## src/rtl/uer_pkg.sv

```systemverilog
// shared types and constants of the ultrasonic echo ranger
package uer_pkg;

  localparam int unsigned EN_W    = 1;
  localparam int unsigned TRIG_W  = 10;
  localparam int unsigned TMO_W   = 20;
  localparam int unsigned COEF_W  = 24;
  localparam int unsigned DIST_W  = 22;
  localparam int unsigned CFG_W   = 24;
  localparam int unsigned FRAC_SH = 16;

  localparam logic [TRIG_W-1:0] TRIG_RST = 10'd100;
  localparam logic [TMO_W-1:0]  TMO_RST  = 20'd500000;
  localparam logic [COEF_W-1:0] COEF_RST = 24'd285456;
  localparam logic [DIST_W-1:0] DIST_MAX = 22'h3FFFFF;

  typedef enum logic [3:0] {
    PH_IDLE = 4'b0001,
    PH_TRIG = 4'b0010,
    PH_RISE = 4'b0100,
    PH_MEAS = 4'b1000
  } phase_t;

  typedef enum logic [1:0] {
    ST_OK       = 2'd0,
    ST_NOECHO   = 2'd1,
    ST_LONG     = 2'd2,
    ST_DISABLED = 2'd3
  } status_t;

  typedef enum logic [1:0] {
    CFG_ENABLED = 2'd0,
    CFG_TRIGGER = 2'd1,
    CFG_TIMEOUT = 2'd2,
    CFG_COEF    = 2'd3
  } cfg_idx_t;

  typedef struct packed {
    logic              load;
    logic              step;
  } dist_cmd_t;

  typedef struct packed {
    logic [DIST_W-1:0] distance_q8;
    status_t           status;
    logic              done_res;
    logic              trigger_out;
  } res_t;

endpackage

```

## src/rtl/uer_dist.sv

```systemverilog
// running product of echo ticks and scale coefficient, with saturating readout
module uer_dist #(
  parameter int unsigned COUNT_BITS = 20
) (
  input  logic                           clk,
  input  uer_pkg::dist_cmd_t             cmd,
  input  logic [uer_pkg::COEF_W-1:0]     scale_coef,
  output logic [uer_pkg::DIST_W-1:0]     distance_q8
);

  localparam int unsigned AW = COUNT_BITS + uer_pkg::COEF_W;

  logic [AW-1:0] acc_r;
  logic [AW-1:0] acc_nxt;
  logic [AW-1:0] acc_sh;

  always_comb begin
    acc_nxt = acc_r;
    if (cmd.load) begin
      acc_nxt = AW'(scale_coef);
    end else if (cmd.step) begin
      acc_nxt = acc_r + AW'(scale_coef);
    end
  end

  always_ff @(posedge clk) begin
    acc_r <= acc_nxt;
  end

  assign acc_sh = acc_r >> uer_pkg::FRAC_SH;

  always_comb begin
    if (acc_sh > AW'(uer_pkg::DIST_MAX)) begin
      distance_q8 = uer_pkg::DIST_MAX;
    end else begin
      distance_q8 = uer_pkg::DIST_W'(acc_sh);
    end
  end

endmodule

```

## src/rtl/uer_fsm.sv

```systemverilog
// trigger, echo wait and echo timing sequencer with tick counter
module uer_fsm #(
  parameter int unsigned COUNT_BITS = 20
) (
  input  logic                           clk,
  input  logic                           rst_n,
  input  logic                           step,
  input  logic                           start_req,
  input  logic                           echo_level,
  input  logic                           enabled,
  input  logic [uer_pkg::TRIG_W-1:0]     trigger_ticks,
  input  logic [uer_pkg::TMO_W-1:0]      timeout_ticks,
  input  logic [uer_pkg::DIST_W-1:0]     dist_in,
  output uer_pkg::dist_cmd_t             cmd,
  output uer_pkg::res_t                  res
);

  localparam int unsigned CW   = COUNT_BITS;
  localparam int unsigned CMPW = (CW > uer_pkg::TMO_W) ? CW : uer_pkg::TMO_W;
  localparam logic [CW-1:0] CntMax = {CW{1'b1}};

  uer_pkg::phase_t phase_r, phase_nxt;
  logic [CW-1:0]   tc_r, tc_nxt;
  logic [CW-1:0]   tc_up;
  logic            up_limit;
  logic            trig_end;

  assign tc_up    = (tc_r == CntMax) ? CntMax : tc_r + CW'(1);
  assign up_limit = (CMPW'(tc_up) >= CMPW'(timeout_ticks)) || (tc_up == CntMax);
  assign trig_end = (tc_up >= CW'(trigger_ticks)) || (tc_up == CntMax);

  always_comb begin
    phase_nxt = phase_r;
    tc_nxt    = tc_r;
    cmd       = '0;
    res       = '0;
    res.status = uer_pkg::ST_OK;
    unique case (phase_r)
      uer_pkg::PH_IDLE: begin
        if (start_req) begin
          if (!enabled) begin
            res.done_res = 1'b1;
            res.status   = uer_pkg::ST_DISABLED;
          end else begin
            res.trigger_out = 1'b1;
            if (trigger_ticks <= uer_pkg::TRIG_W'(1)) begin
              phase_nxt = uer_pkg::PH_RISE;
              tc_nxt    = '0;
            end else begin
              phase_nxt = uer_pkg::PH_TRIG;
              tc_nxt    = CW'(1);
            end
          end
        end
      end
      uer_pkg::PH_TRIG: begin
        res.trigger_out = 1'b1;
        if (trig_end) begin
          phase_nxt = uer_pkg::PH_RISE;
          tc_nxt    = '0;
        end else begin
          tc_nxt = tc_up;
        end
      end
      uer_pkg::PH_RISE: begin
        if (echo_level) begin
          if (timeout_ticks <= uer_pkg::TMO_W'(1)) begin
            phase_nxt    = uer_pkg::PH_IDLE;
            tc_nxt       = '0;
            res.done_res = 1'b1;
            res.status   = uer_pkg::ST_LONG;
          end else begin
            phase_nxt = uer_pkg::PH_MEAS;
            tc_nxt    = CW'(1);
            cmd.load  = 1'b1;
          end
        end else if (up_limit) begin
          phase_nxt    = uer_pkg::PH_IDLE;
          tc_nxt       = '0;
          res.done_res = 1'b1;
          res.status   = uer_pkg::ST_NOECHO;
        end else begin
          tc_nxt = tc_up;
        end
      end
      uer_pkg::PH_MEAS: begin
        if (!echo_level) begin
          phase_nxt       = uer_pkg::PH_IDLE;
          tc_nxt          = '0;
          res.done_res    = 1'b1;
          res.distance_q8 = dist_in;
        end else if (up_limit) begin
          phase_nxt    = uer_pkg::PH_IDLE;
          tc_nxt       = '0;
          res.done_res = 1'b1;
          res.status   = uer_pkg::ST_LONG;
        end else begin
          tc_nxt   = tc_up;
          cmd.step = 1'b1;
        end
      end
      default: begin
        phase_nxt = uer_pkg::PH_IDLE;
        tc_nxt    = '0;
      end
    endcase
    if (!step) begin
      cmd = '0;
    end
  end

  always_ff @(posedge clk) begin
    if (!rst_n) begin
      phase_r <= uer_pkg::PH_IDLE;
      tc_r    <= '0;
    end else if (step) begin
      phase_r <= phase_nxt;
      tc_r    <= tc_nxt;
    end
  end

endmodule

```

## src/rtl/ultrasonic_echo_ranger.sv

```systemverilog
// ultrasonic echo ranger top level: config registers, input and result registers
//
// usage:
//   in_ stream carries one word per microsecond tick: start request and the
//   sampled echo pin. out_ stream returns exactly one word per input word:
//   trigger pin level, done flag, status and distance in cm (8 fraction bits).
//   cfg_ port writes enabled, trigger length, timeout and scale coefficient;
//   write it only while no measurement is running.
// path: an accepted word waits in the input register, then its result moves into
//   the result register once that register is free or being taken.
// throughput: one word per cycle while out_tready stays high; the result
//   register and the input register form a two-stage pipe, so a new word is
//   accepted while a finished result waits to be taken.
// distance is a running sum of the coefficient kept per echo tick, so the
//   final value needs only a shift and a saturating compare.
// reset: sequencer returns to idle, tick counter clears, registers take their
//   default values (disabled, 100, 500000, 285456), both pipe stages empty.
// stall: when out_tready is low the result register holds, the input
//   register fills and in_tready drops until the result is taken.
module ultrasonic_echo_ranger #(
  parameter int unsigned COUNT_BITS = 20
) (
  input  logic        clk,
  input  logic        rst_n,
  input  logic        in_tvalid,
  output logic        in_tready,
  input  logic [7:0]  in_tdata,   // start_req, echo_level
  output logic        out_tvalid,
  input  logic        out_tready,
  output logic [31:0] out_tdata,  // trigger_out, done_res, status[1:0], distance_q8[21:0]
  input  logic        cfg_wr_en,
  input  logic [1:0]  cfg_addr,
  input  logic [23:0] cfg_wdata
);

  logic                          en_r;
  logic [uer_pkg::TRIG_W-1:0]    trig_ticks_r;
  logic [uer_pkg::TMO_W-1:0]     tmo_ticks_r;
  logic [uer_pkg::COEF_W-1:0]    coef_r;

  logic                          s_valid_r;
  logic                          s_start_r;
  logic                          s_echo_r;
  logic                          out_valid_r;
  uer_pkg::res_t                 out_res_r;

  logic                          process;
  uer_pkg::dist_cmd_t            dist_cmd;
  uer_pkg::res_t                 res;
  logic [uer_pkg::DIST_W-1:0]    dist_q8;

  assign process   = s_valid_r && (!out_valid_r || out_tready);
  assign in_tready = !s_valid_r || process;

  always_ff @(posedge clk) begin
    if (!rst_n) begin
      en_r         <= 1'b0;
      trig_ticks_r <= uer_pkg::TRIG_RST;
      tmo_ticks_r  <= uer_pkg::TMO_RST;
      coef_r       <= uer_pkg::COEF_RST;
    end else if (cfg_wr_en) begin
      unique case (uer_pkg::cfg_idx_t'(cfg_addr))
        uer_pkg::CFG_ENABLED: en_r         <= cfg_wdata[0];
        uer_pkg::CFG_TRIGGER: trig_ticks_r <= cfg_wdata[uer_pkg::TRIG_W-1:0];
        uer_pkg::CFG_TIMEOUT: tmo_ticks_r  <= cfg_wdata[uer_pkg::TMO_W-1:0];
        uer_pkg::CFG_COEF:    coef_r       <= cfg_wdata[uer_pkg::COEF_W-1:0];
        default: ;
      endcase
    end
  end

  always_ff @(posedge clk) begin
    if (!rst_n) begin
      s_valid_r <= 1'b0;
    end else if (in_tready) begin
      s_valid_r <= in_tvalid;
    end
  end

  always_ff @(posedge clk) begin
    if (in_tvalid && in_tready) begin
      s_start_r <= in_tdata[0];
      s_echo_r  <= in_tdata[1];
    end
  end

  uer_fsm #(
    .COUNT_BITS (COUNT_BITS)
  ) u_fsm (
    .clk           (clk),
    .rst_n         (rst_n),
    .step          (process),
    .start_req     (s_start_r),
    .echo_level    (s_echo_r),
    .enabled       (en_r),
    .trigger_ticks (trig_ticks_r),
    .timeout_ticks (tmo_ticks_r),
    .dist_in       (dist_q8),
    .cmd           (dist_cmd),
    .res           (res)
  );

  uer_dist #(
    .COUNT_BITS (COUNT_BITS)
  ) u_dist (
    .clk         (clk),
    .cmd         (dist_cmd),
    .scale_coef  (coef_r),
    .distance_q8 (dist_q8)
  );

  always_ff @(posedge clk) begin
    if (!rst_n) begin
      out_valid_r <= 1'b0;
    end else if (process) begin
      out_valid_r <= 1'b1;
    end else if (out_tready) begin
      out_valid_r <= 1'b0;
    end
  end

  always_ff @(posedge clk) begin
    if (process) begin
      out_res_r <= res;
    end
  end

  assign out_tvalid = out_valid_r;
  assign out_tdata  = {6'b0, out_res_r.distance_q8, out_res_r.status,
                       out_res_r.done_res, out_res_r.trigger_out};

`ifndef SYNTH
  a_dist_only_ok: assert property (@(posedge clk) disable iff (!rst_n)
    out_valid_r && (out_res_r.status != uer_pkg::ST_OK) |-> out_res_r.distance_q8 == '0)
    else $error("distance reported with non-ok status");

  a_trig_not_done: assert property (@(posedge clk) disable iff (!rst_n)
    out_valid_r |-> !(out_res_r.trigger_out && out_res_r.done_res))
    else $error("trigger high on a finishing word");

  a_ready_low_only_stalled: assert property (@(posedge clk) disable iff (!rst_n)
    !in_tready |-> s_valid_r && out_valid_r && !out_tready)
    else $error("input stalled without output backpressure");
`endif

endmodule

```

## config.mk

```make
export PLATFORM = sky130hd
export DESIGN_NAME = ultrasonic_echo_ranger
export DESIGN_NICKNAME = d
export VERILOG_FILES = /design/src/rtl/uer_pkg.sv /design/src/rtl/uer_dist.sv /design/src/rtl/uer_fsm.sv /design/src/rtl/ultrasonic_echo_ranger.sv
export SDC_FILE = /design/constraint.sdc
export NUM_CORES = 1
export LEC_CHECK = 0
export ABC_CLOCK_PERIOD_IN_PS = 6000
export BUFFER_PORTS_ARGS = -buffer_cell sky130_fd_sc_hd__buf_2
export CAP_MARGIN = 20
export CORE_MARGIN = 2
export CORE_UTILIZATION = 55
export CTS_CLUSTER_DIAMETER = 40
export DETAILED_ROUTE_END_ITERATION = 8
export MAX_ROUTING_LAYER = met4
export PLACE_DENSITY_LB_ADDON = 0.08
export SLEW_MARGIN = 20
export SYNTH_ARGS = -nofsm -noshare
export SYNTH_HDL_FRONTEND = slang
export SYNTH_SLANG_ARGS = --single-unit
```

## constraint.sdc

```tcl
create_clock -name clk -period 6 [get_ports clk]
set_input_delay 0.9 -clock clk [delete_from_list [all_inputs] [get_ports clk]]
set_output_delay 0.9 -clock clk [all_outputs]
set_load 0.03 [all_outputs]
```

### Word-level counts from Yosys, hierarchy flattened

Cells that the tools add are included.

| operators by class | value |
|---|---|
| add/sub/neg operators | 2 |
| $lt $le $gt $ge | 5 |
| eq/ne operators | 12 |
| muxes and demuxes | 42 |
| bitwise gates (word level) | 1 |
| reduce and logical (&&, ||, !) cells | 18 |

Operator list:

| kind | number |
|---|---|
| $mux W20 | 7 |
| $pmux W20 S4 | 1 |
| $mux W24 | 2 |
| $add A44 B24 Y44 | 1 |
| $eq A20 B20 Y1 const B | 2 |
| $mux W4 | 8 |
| $gt A28 B22 Y1 const B | 1 |
| $mux W22 | 1 |
| $add A20 B1 Y20 const B | 1 |
| $ge A20 B10 Y1 | 1 |
| $ge A20 B20 Y1 | 1 |
| $le A20 B1 Y1 const B | 1 |
| $pmux W4 S4 | 1 |
| $mux W3 | 5 |
| $mux W1 | 12 |
| $le A10 B1 Y1 const B | 1 |
| $pmux W3 S3 | 1 |
| $reduce_and A2 Y1 | 4 |
| $mux W2 | 3 |
| $eq A2 B2 Y1 const B | 2 |
| $eq A4 B1 Y1 const B | 1 |
| $eq A4 B2 Y1 const B | 1 |
| $eq A4 B3 Y1 const B | 1 |
| $eq A4 B4 Y1 const B | 1 |
| other kinds (13) | 20 |

| storage, ports and cells | value |
|---|---|
| register bits after elaboration | 153 |
| input bits | 39 |
| output and inout port bits | 34 |
| word-level logic and storage cells | 96 |

### Depth between registers and ports, before layout

Gate-level depths: netlist of run 1.

| logic depth | value |
|---|---|
| depth after elaboration | 10 |
| depth in mapped cells | 18 |
| mapped depth without buffers | 16 |

### Cells and area by module

From an unflattened synthesis of run 1, not the netlist that was laid out.

| second synthesis, totals | value |
|---|---|
| cells, all modules | 1053 |
| area total of the unflattened synthesis | 9521.6 um^2 |

By module, submodules not included:

| module | instances | cells an instance | area an instance (um^2) | sequential area each (um^2) |
|---|---|---|---|---|
| uer_dist | 1 | 390 | 3437.0 | 1121.1 |
| ultrasonic_echo_ranger | 1 | 272 | 3188.1 | 1981.9 |
| uer_fsm | 1 | 391 | 2896.5 | 480.5 |

### Worst setup path after synthesis of run 1

Ideal clock, no wire load.

| timing | value |
|---|---|
| kind | flip-flop to flip-flop |
| from | register u_fsm.tc_r[0] |
| to | register u_dist.acc_r[0] (enable) |
| library setup time | 381 ps |
| data arrival time | 3871 ps |
| data required time | 5619 ps |
| setup slack | 1748 ps |
| stages on the path, launching flop included | 17 |
| buffers on the path | 2 |
| period minus slack after synthesis | 4252 ps |
| path through | dfxtp_1 -> ha_1 -> nand4_4 -> nor4_4 -> nand3_1 -> clkbuf_1 -> buf_2 -> nand2_1 -> ha_1 -> a211oi_1 -> o21ai_1 -> a221o_1 -> a221oi_1 -> o21ai_1 -> nor2_2 -> nand2_1 -> nand2_1 |

| on the way | value |
|---|---|
| cells in the longest elaborated chain, start to end | 9 |
| elaborated cells on any way between the ends | 11 |
| those cells by class | add/sub (1); order compare (1); eq/ne (2); mux (5); reduce/logical (2) |

Ends and longest elaborated chain:

| item | RTL line | text |
|---|---|---|
| from (decl) | uer_fsm.sv:23 | `logic [CW-1:0] tc_r, tc_nxt;` |
| from (signal assigned) | uer_fsm.sv:118 | `tc_r <= tc_nxt;` |
| $add A20 B1 Y20 / $eq A20 B20 Y1 (equally long branches) | uer_fsm.sv:28 | `assign tc_up = (tc_r == CntMax) ? CntMax : tc_r + CW'(1);` |
| $mux W20 (*) | uer_fsm.sv:28 |  |
| $ge A20 B20 Y1 / $eq A20 B20 Y1 (equally long branches) | uer_fsm.sv:29 | `assign up_limit = (CMPW'(tc_up) >= CMPW'(timeout_ticks)) \|\| (tc_up == CntMax);` |
| $logic_or A1 B1 Y1 (*) | uer_fsm.sv:29 |  |
| $mux W1 (*) | uer_fsm.sv:92 | `end else if (up_limit) begin` |
| $mux W1 (*) | uer_fsm.sv:87 | `if (!echo_level) begin` |
| $mux W1 (*) | uer_fsm.sv:38 | `unique case (phase_r)` |
| $mux W2 (*) | uer_fsm.sv:107 | `if (!step) begin` |
| $reduce_bool A2 Y1 (no source line) (*) | - |  |
| to (signal assigned) | uer_dist.sv:27 | `acc_r <= acc_nxt;` |
| to (decl) | uer_dist.sv:13 | `logic [AW-1:0] acc_r;` |

Every way passes the cells marked *; elsewhere a longest branch is shown, timed or not.
A chain may end at the register's enable or synchronous reset.

### Worst setup path after layout of run 1

| timing | value |
|---|---|
| from | register u_fsm.tc_r[0] |
| to | register u_dist.acc_r[30] |

| on the way | value |
|---|---|
| cells in the longest elaborated chain, start to end | 8 |
| elaborated cells on any way between the ends | 10 |
| those cells by class | add/sub (1); order compare (1); eq/ne (2); mux (5); reduce/logical (1) |

Ends and longest elaborated chain:

| item | RTL line |
|---|---|
| $add A20 B1 Y20 / $eq A20 B20 Y1 (equally long branches) | uer_fsm.sv:28 |
| $mux W20 (*) | uer_fsm.sv:28 |
| $ge A20 B20 Y1 / $eq A20 B20 Y1 (equally long branches) | uer_fsm.sv:29 |
| $logic_or A1 B1 Y1 (*) | uer_fsm.sv:29 |
| $mux W1 (*) | uer_fsm.sv:92 |
| $mux W1 (*) | uer_fsm.sv:87 |
| $mux W1 (*) | uer_fsm.sv:38 |
| $mux W2 (*) | uer_fsm.sv:107 |

Marks and branches as above.

==> reports/metrics.yaml, run 1 <==
critical_path:
  r2r_cells: 16
  start_kind: "register"
  rrSetupSlack_ps: 1000
  slowest_stage: "dfxtp_1"
  setup.worst_path.class: "reg2reg"
  rr_endpoint: "u_dist.acc_r[30]"
  worstPathRequired_ps: 6350
  end_kind: "register"
  arrival_ps: 5350
  crit_chain: "ha_1 > nand4_4 > nor4_4 > nand3_1 > buf_4 > and2_1 > ha_1 > nor2b_1 > o21ai_1 > a221o_1 > a221oi_1 > o21ai_1 > nor2_2 > nand4_1 > or3_1 > a21oi_1"
  slowest_delay_ps: 490
  rr_startpoint: "u_fsm.tc_r[0]"
  critPathMaxFanout: 17
placed_design:
  gp_congestion: 0.917
  port_buffers: 60
  placed_area_mm2: 0.00919
  post-dp-hpwl_um: 14600
clocking:
  htree_levels: 4
  cts.path.max_buffers: 2
  cts_root_buffer: "clkbuf_16"
  clock-sinks: 153
  cts_hold_buf: 0
  tritoncts: "yes"
  cts_setup_buffers: 0
  cts_made_buffers: 17
  ctsResizeCount: 0
  insertion_delay_ps: 430
  clkTransAtPathRegs_ps: 60
timing:
  slew_violations: 0
  worstMarginPinSlew_ps: 1050
  setup_viol: 0
  tns_ps: 0
  hold_viol: 0
  period_share: 0.833
  min_period_ps: 5000
  relSlewSlack: 0.297
  max_freq_mhz: 200
  rsz0062_at_grt: "no"
  finClkSkew_ps: 9.95
power:
  leakagePower_nw: 4.07
  total_power_mw: 2.41
  peakVddDrop_v: 0.000197
  p_per_area_mw_per_mm2: 246
yosys:
  yosysWarnings: 0
  synthAdderAreaFrac: 0.0806
  yosys.area.top_type_share: 0.230
  synth.area.top_cells: "dfxtp_1, edfxtp_1, ha_1, nand2_1, a21oi_1"
  synth_cells: 1027
  yosys.area_share.simple: 0.214
  synth_seq_area_share: 0.408
  synth_mux_area_frac: 0.00726
  ys_types: 78
  synth.largest_area_cell: "dfxtp_1"
  ys_ff_latch: 153
  ys.flop_type: "dfxtp_1"
  synthXorXnorAreaFrac: 0.0369
  synth_area_mm2: 0.00878
  synth-edff-count: 52
  post_synth.cell_area_avg_um2: 8.55
  synthArstFlopShare: 0
  synth_top_family_by_area: "simple AND/OR/NAND/NOR gates"
  synth-compound-area-share: 0.198
final_layout:
  final_area_mm2: 0.00981
  final_common_cell: "nand2_1"
  drive_above_1_share: 0.115
  area_delta_synth_final_pct: 11.6
  num_antenna_cells: 0
  fillers: 1431
  finalNetCount: 1163
  utilization: 0.622
  final_cell_mix: "nand2_1, a21oi_1, dfxtp_1"
global_routing:
  grt_pass1_vias: 6727
  grt_max_degree: 43
  grt_usage: 0.256
  grt_pass1_wl_um: 33100
  antenna_found_initial: 0
  grt-ovfl-total: 0
die:
  initial_utilization: 0.557
  die_y_um: 130
  io_pins: 73
  die_x_um: 130
  dieArea_mm2: 0.0170
  rows: 46
  core_mm2: 0.0158
detailed_routing:
  wl_um: 20200
  dr.pass1.iters: 5
  routedWlPerCell_um: 15.5
  drc_errors: 0
  drt_iter0_markers: 549
  viasPerCell: 5.67
  drt.antenna.violating_nets: 0
  vias: 7355
hold_path:
  holdPathEnd: "trig_ticks_r[7]"
  min_from: "trig_ticks_r[7]"
  min_path_cells: 2
  min_path_type: "reg2reg"
status:
  status: "complete, no violations"
run:
  cap_violations: 0
==> layer usage <==
layer | vias up | track usage | routed length [um]
met5 | - | - | 0
met4 | 0 | 0.0688 | 270
met3 | 22 | 0.0460 | 850
met2 | 168 | 0.423 | 9700
met1 | 3433 | 0.325 | 9350
li1 | 3732 | - | -
==> cells by family after synthesis <==
group,count (synthesis)
fa+ha+maj,56
other cells,1
compound gates,276
flops,153
xor+xnor,37
simple gates,386
buf+inv,112
mux,6
==> synth_stat cells, drive strengths merged, types with 16 or more instances <==
cell	number
dfxtp	101
o21a	22
nor2	55
a21oi	108
buf	21
edfxtp	52
clkbuf	30
nand4	21
nand2	183
xor2	16
ha	55
a21o	20
o21ai	56
nand3	33
xnor2	21
inv	60
==> metrics by stage <==
stage | worst slack (ps) | std cells | hold WS (ps)
floorplan | 1750 | 1032 | 436
global placement | 1190 | 1265 | 446
detailed placement | 1050 | 1265 | 456
CTS | 1030 | 1297 | 464
global route | 599 | 1297 | 500
finish | 1000 | 1297 | 463
==> registers in the layout (all words and copies together), names as in the netlist, 4 cells and up <==
| signal | count |
|---|---|
| u_dist.acc_r | 44 |
| out_tdata | 26 |
| coef_r | 24 |
| tmo_ticks_r | 20 |
| u_fsm.tc_r | 20 |
| trig_ticks_r | 10 |
| u_fsm.phase_r | 4 |
==> final cells by class <==
type,count,area (um2),share of cell area
clock buffers,22,454,0.0463
clock inverters,10,164,0.0167
inverters,61,229,0.0233
multi-input cells,767,4750,0.484
flip-flops and latches,153,3580,0.365
well taps,216,270,0.0276
repair buffers,68,360,0.0367
==> critical path: cells and delay by family (launching register included) <==
| kind | cells | cell delay, ps |
|---|---|---|
| compound gates | 5 | 1100 |
| flops | 1 | 490 |
| fa+ha+maj | 2 | 630 |
| buf+inv | 1 | 270 |
| simple gates | 8 | 2430 |
==> report_power, final <==
group	switching, mW	internal (mW)
clock	0.425	0.709
combinational	0.108	0.0578
sequential	0.0150	1.10
total	0.548	1.86
==> how the worst max path moves through the flow <==
stage,to,slack [ps],startpoint,cells past startpoint
CTS,u_dist.acc_r[30],1030,u_fsm.tc_r[0],16
finish,u_dist.acc_r[30],1000,u_fsm.tc_r[0],16
detailed placement,u_dist.acc_r[30],1050,u_fsm.tc_r[0],16
global placement,u_dist.acc_r[30],1190,u_fsm.tc_r[0],16
floorplan,u_dist.acc_r[0],1750,u_fsm.tc_r[0],16
global route,u_dist.acc_r[30],600,u_fsm.tc_r[0],16
(Power assumes the default switching activity.)
==> inputs of run 2 (changes only) <==
- ABC_CLOCK_PERIOD_IN_PS: 6000 -> 4800
- clock period: 6 -> 4.8 ns (I/O delays scaled with it)
==> reports/metrics.yaml, run 2 (synthesis results as in run 1) <==
hold_path:
  min_path_type: "reg2reg"
timing:
  tns_ps: 0  # unchanged
  max_freq_mhz: 225  # +12%
  rsz0062_at_grt: "no"
  finClkSkew_ps: 9.81  # -0.142 ps
  period_share: 0.927  # +0.0946
  min_period_ps: 4450  # -545 ps
  hold_slack_ps: 460  # -3.12 ps
  worstMarginPinSlew_ps: 1080  # +23.2 ps
  setup_viol: 0  # unchanged
  hold_viol: 0  # unchanged
  relSlewSlack: 0.281  # -0.0155
  slew_violations: 0  # unchanged
detailed_routing:
  routedWlPerCell_um: 15.6  # +0.16%
  drt.antenna.violating_nets: 0  # unchanged
  vias: 7447  # +1.3%
  wl_um: 20300  # +0.77%
  dr.pass1.iters: 5  # unchanged
  viasPerCell: 5.71  # +0.63%
  drt_iter0_markers: 514  # -6.4%
  drc_errors: 0  # unchanged
clocking:
  insertion_delay_ps: 420  # about the same
  cts_root_buffer: "clkbuf_16"
  cts_hold_buf: 0  # unchanged
  cts.path.max_buffers: 2  # unchanged
  tritoncts: "yes"
  clock-sinks: 153  # unchanged
  clkTransAtPathRegs_ps: 60  # about the same
  htree_levels: 4  # unchanged
  cts_made_buffers: 17  # unchanged
die:
  die_y_um: 130  # unchanged
  die_x_um: 130  # unchanged
  rows: 46  # unchanged
  core_mm2: 0.0158  # unchanged
  dieArea_mm2: 0.0170  # unchanged
  io_pins: 73  # unchanged
  initial_utilization: 0.557  # unchanged
final_layout:
  final_cell_mix: "nand2_1, a21oi_1, dfxtp_1"
  finalNetCount: 1171  # +0.69%
  largest_reg_flops: 44  # unchanged
  final_common_cell: "nand2_1"
  area_delta_synth_final_pct: 12.7
  final_area_mm2: 0.00990  # +0.93%
  max_flop_register: "u_dist.acc_r"
  num_antenna_cells: 0  # unchanged
  drive_above_1_share: 0.123  # +0.00834
power:
  power_frac_comb: 0.070  # about the same
  peakVddDrop_v: 0.000309  # +57%
  clkPwrFrac: 0.466  # -0.005
  p_per_area_mw_per_mm2: 302  # +23%
  total_power_mw: 2.99  # +24%
  seq_power_share: 0.464  # +0.003
  internal-power_mw: 2.30  # +23%
  power.share.switching: 0.231  # +0.00349
  leakagePower_nw: 4.13  # +1.6%
  switching_power_uw: 690  # +26%
placed_design:
  placed_area_mm2: 0.00925  # +0.71%
  post-dp-hpwl_um: 14600  # +0.13%
  gp_congestion: 0.912  # -0.53%
  port_buffers: 60  # unchanged
critical_path:
  arrival_ps: 4800  # -550 ps
  slowest_delay_ps: 400  # -90 ps
  slowest_stage: "nor4b_4"
  crit_chain: "ha_1 > nand4_4 > nor4_4 > nand3_1 > buf_4 > o21ai_0 > ha_1 > nor2_1 > nor2_1 > a221o_1 > a221oi_1 > o21ai_1 > nor4b_4 > nand4_4 > or3_1 > a21oi_1"
  setup.worst_path.class: "reg2reg"
  start_kind: "register"
  crit_buf_inv: 1  # unchanged
  worstPathRequired_ps: 5150  # -1200 ps
  critPathMaxFanout: 16  # -1
  critical-path-top-delay-family: "simple AND/OR/NAND/NOR gates"
  end_kind: "register"
status:
  status: "complete, no violations"
global_routing:
  grt_usage: 0.258  # +0.00228
  grt-ovfl-total: 0  # unchanged
  grt_pass1_wl_um: 33500  # +1.1%
  grt_max_degree: 43  # unchanged
  grt_pass1_vias: 6891  # +2.4%
  antenna_found_initial: 0  # unchanged
run:
  cap_violations: 0  # unchanged
-- run 2: cell types whose count changed in the layout (fill, tap and decap cells not counted), sizes merged --
cell	previous run	this run
buf	68	76
bufinv	4	1
clkbuf	22	25
clkinv	4	5
clkinvlp	1	0
-- run 2: area by class of cell --
| class | count | area, um2 |
|---|---|---|
| multi-input cells | 767 | 4760 |
| inverters | 61 | 229 |
| clock buffers | 25 | 553 |
| well taps | 216 | 270 |
| repair buffers | 76 | 433 |
| clock inverters | 7 | 72.6 |
| fillers | 1433 | 5870 |
| flip-flops and latches | 153 | 3580 |
-- run 2: final timing paths --
path	startpoint	to	slack, ps	depth (start not counted)
max	u_fsm.tc_r[1]	u_dist.acc_r[33]	350	16
min	trig_ticks_r[7]	trig_ticks_r[7]	460	2
max reg2reg	u_fsm.tc_r[1]	u_dist.acc_r[33]	350	16
min reg2reg	trig_ticks_r[7]	trig_ticks_r[7]	460	2
-- run 2: worst reg2reg max path, delay by kind of cell (launching register included) --
| family | cells | cell delay, ps |
|---|---|---|
| AOI/OAI and AO/OA | 5 | 1200 |
| adders and majority gates | 2 | 640 |
| buffers and inverters | 1 | 220 |
| and+or+nand+nor | 8 | 1920 |
| DFF | 1 | 390 |
-- run 2: per-stage QoR --
step | setup slack [ps] | utilization | std cells
4_1_cts | 175 | 0.626 | 1304
2_1_floorplan | 548 | - | 1032
3_5_place_dp | 223 | 0.587 | 1272
5_1_grt | 38.8 | 0.628 | 1305
3_3_place_gp | 332 | 0.587 | 1272
6_report | 348 | 0.628 | 1305
-- run 2: power groups by stage --
| stage | logic, mW | registers [mW] | clock network, mW |
|---|---|---|---|
| floorplan | 0.127 | 1.43 | 0 |
| global placement | 0.204 | 1.42 | 0 |
| detailed placement | 0.206 | 1.42 | 0 |
| CTS | 0.208 | 1.39 | 1.42 |
| global route | 0.232 | 1.39 | 1.47 |
| finish | 0.208 | 1.39 | 1.39 |
-- run 2: per-layer routing --
layer / wire length (um) / global-route usage / part of all wire / vias to the layer above
li1: - / - / - / 3761
met1: 9430 / 0.331 / 0.46 / 3474
met2: 9790 / 0.418 / 0.48 / 190
met3: 840 / 0.0476 / 0.041 / 22
met4: 259 / 0.0795 / 0.013 / 0
met5: 0 / - / 0 / -
-- run 2: what timing repair did --
| action | 4_1_cts | 5_1_grt |
|---|---|---|
| buffers inserted | 0 | 1 |
| hold endpoints to repair | 0 | 0 |
| endpoints found under the setup margin | 0 | 9 |
| resized for setup | 0 | 2 |
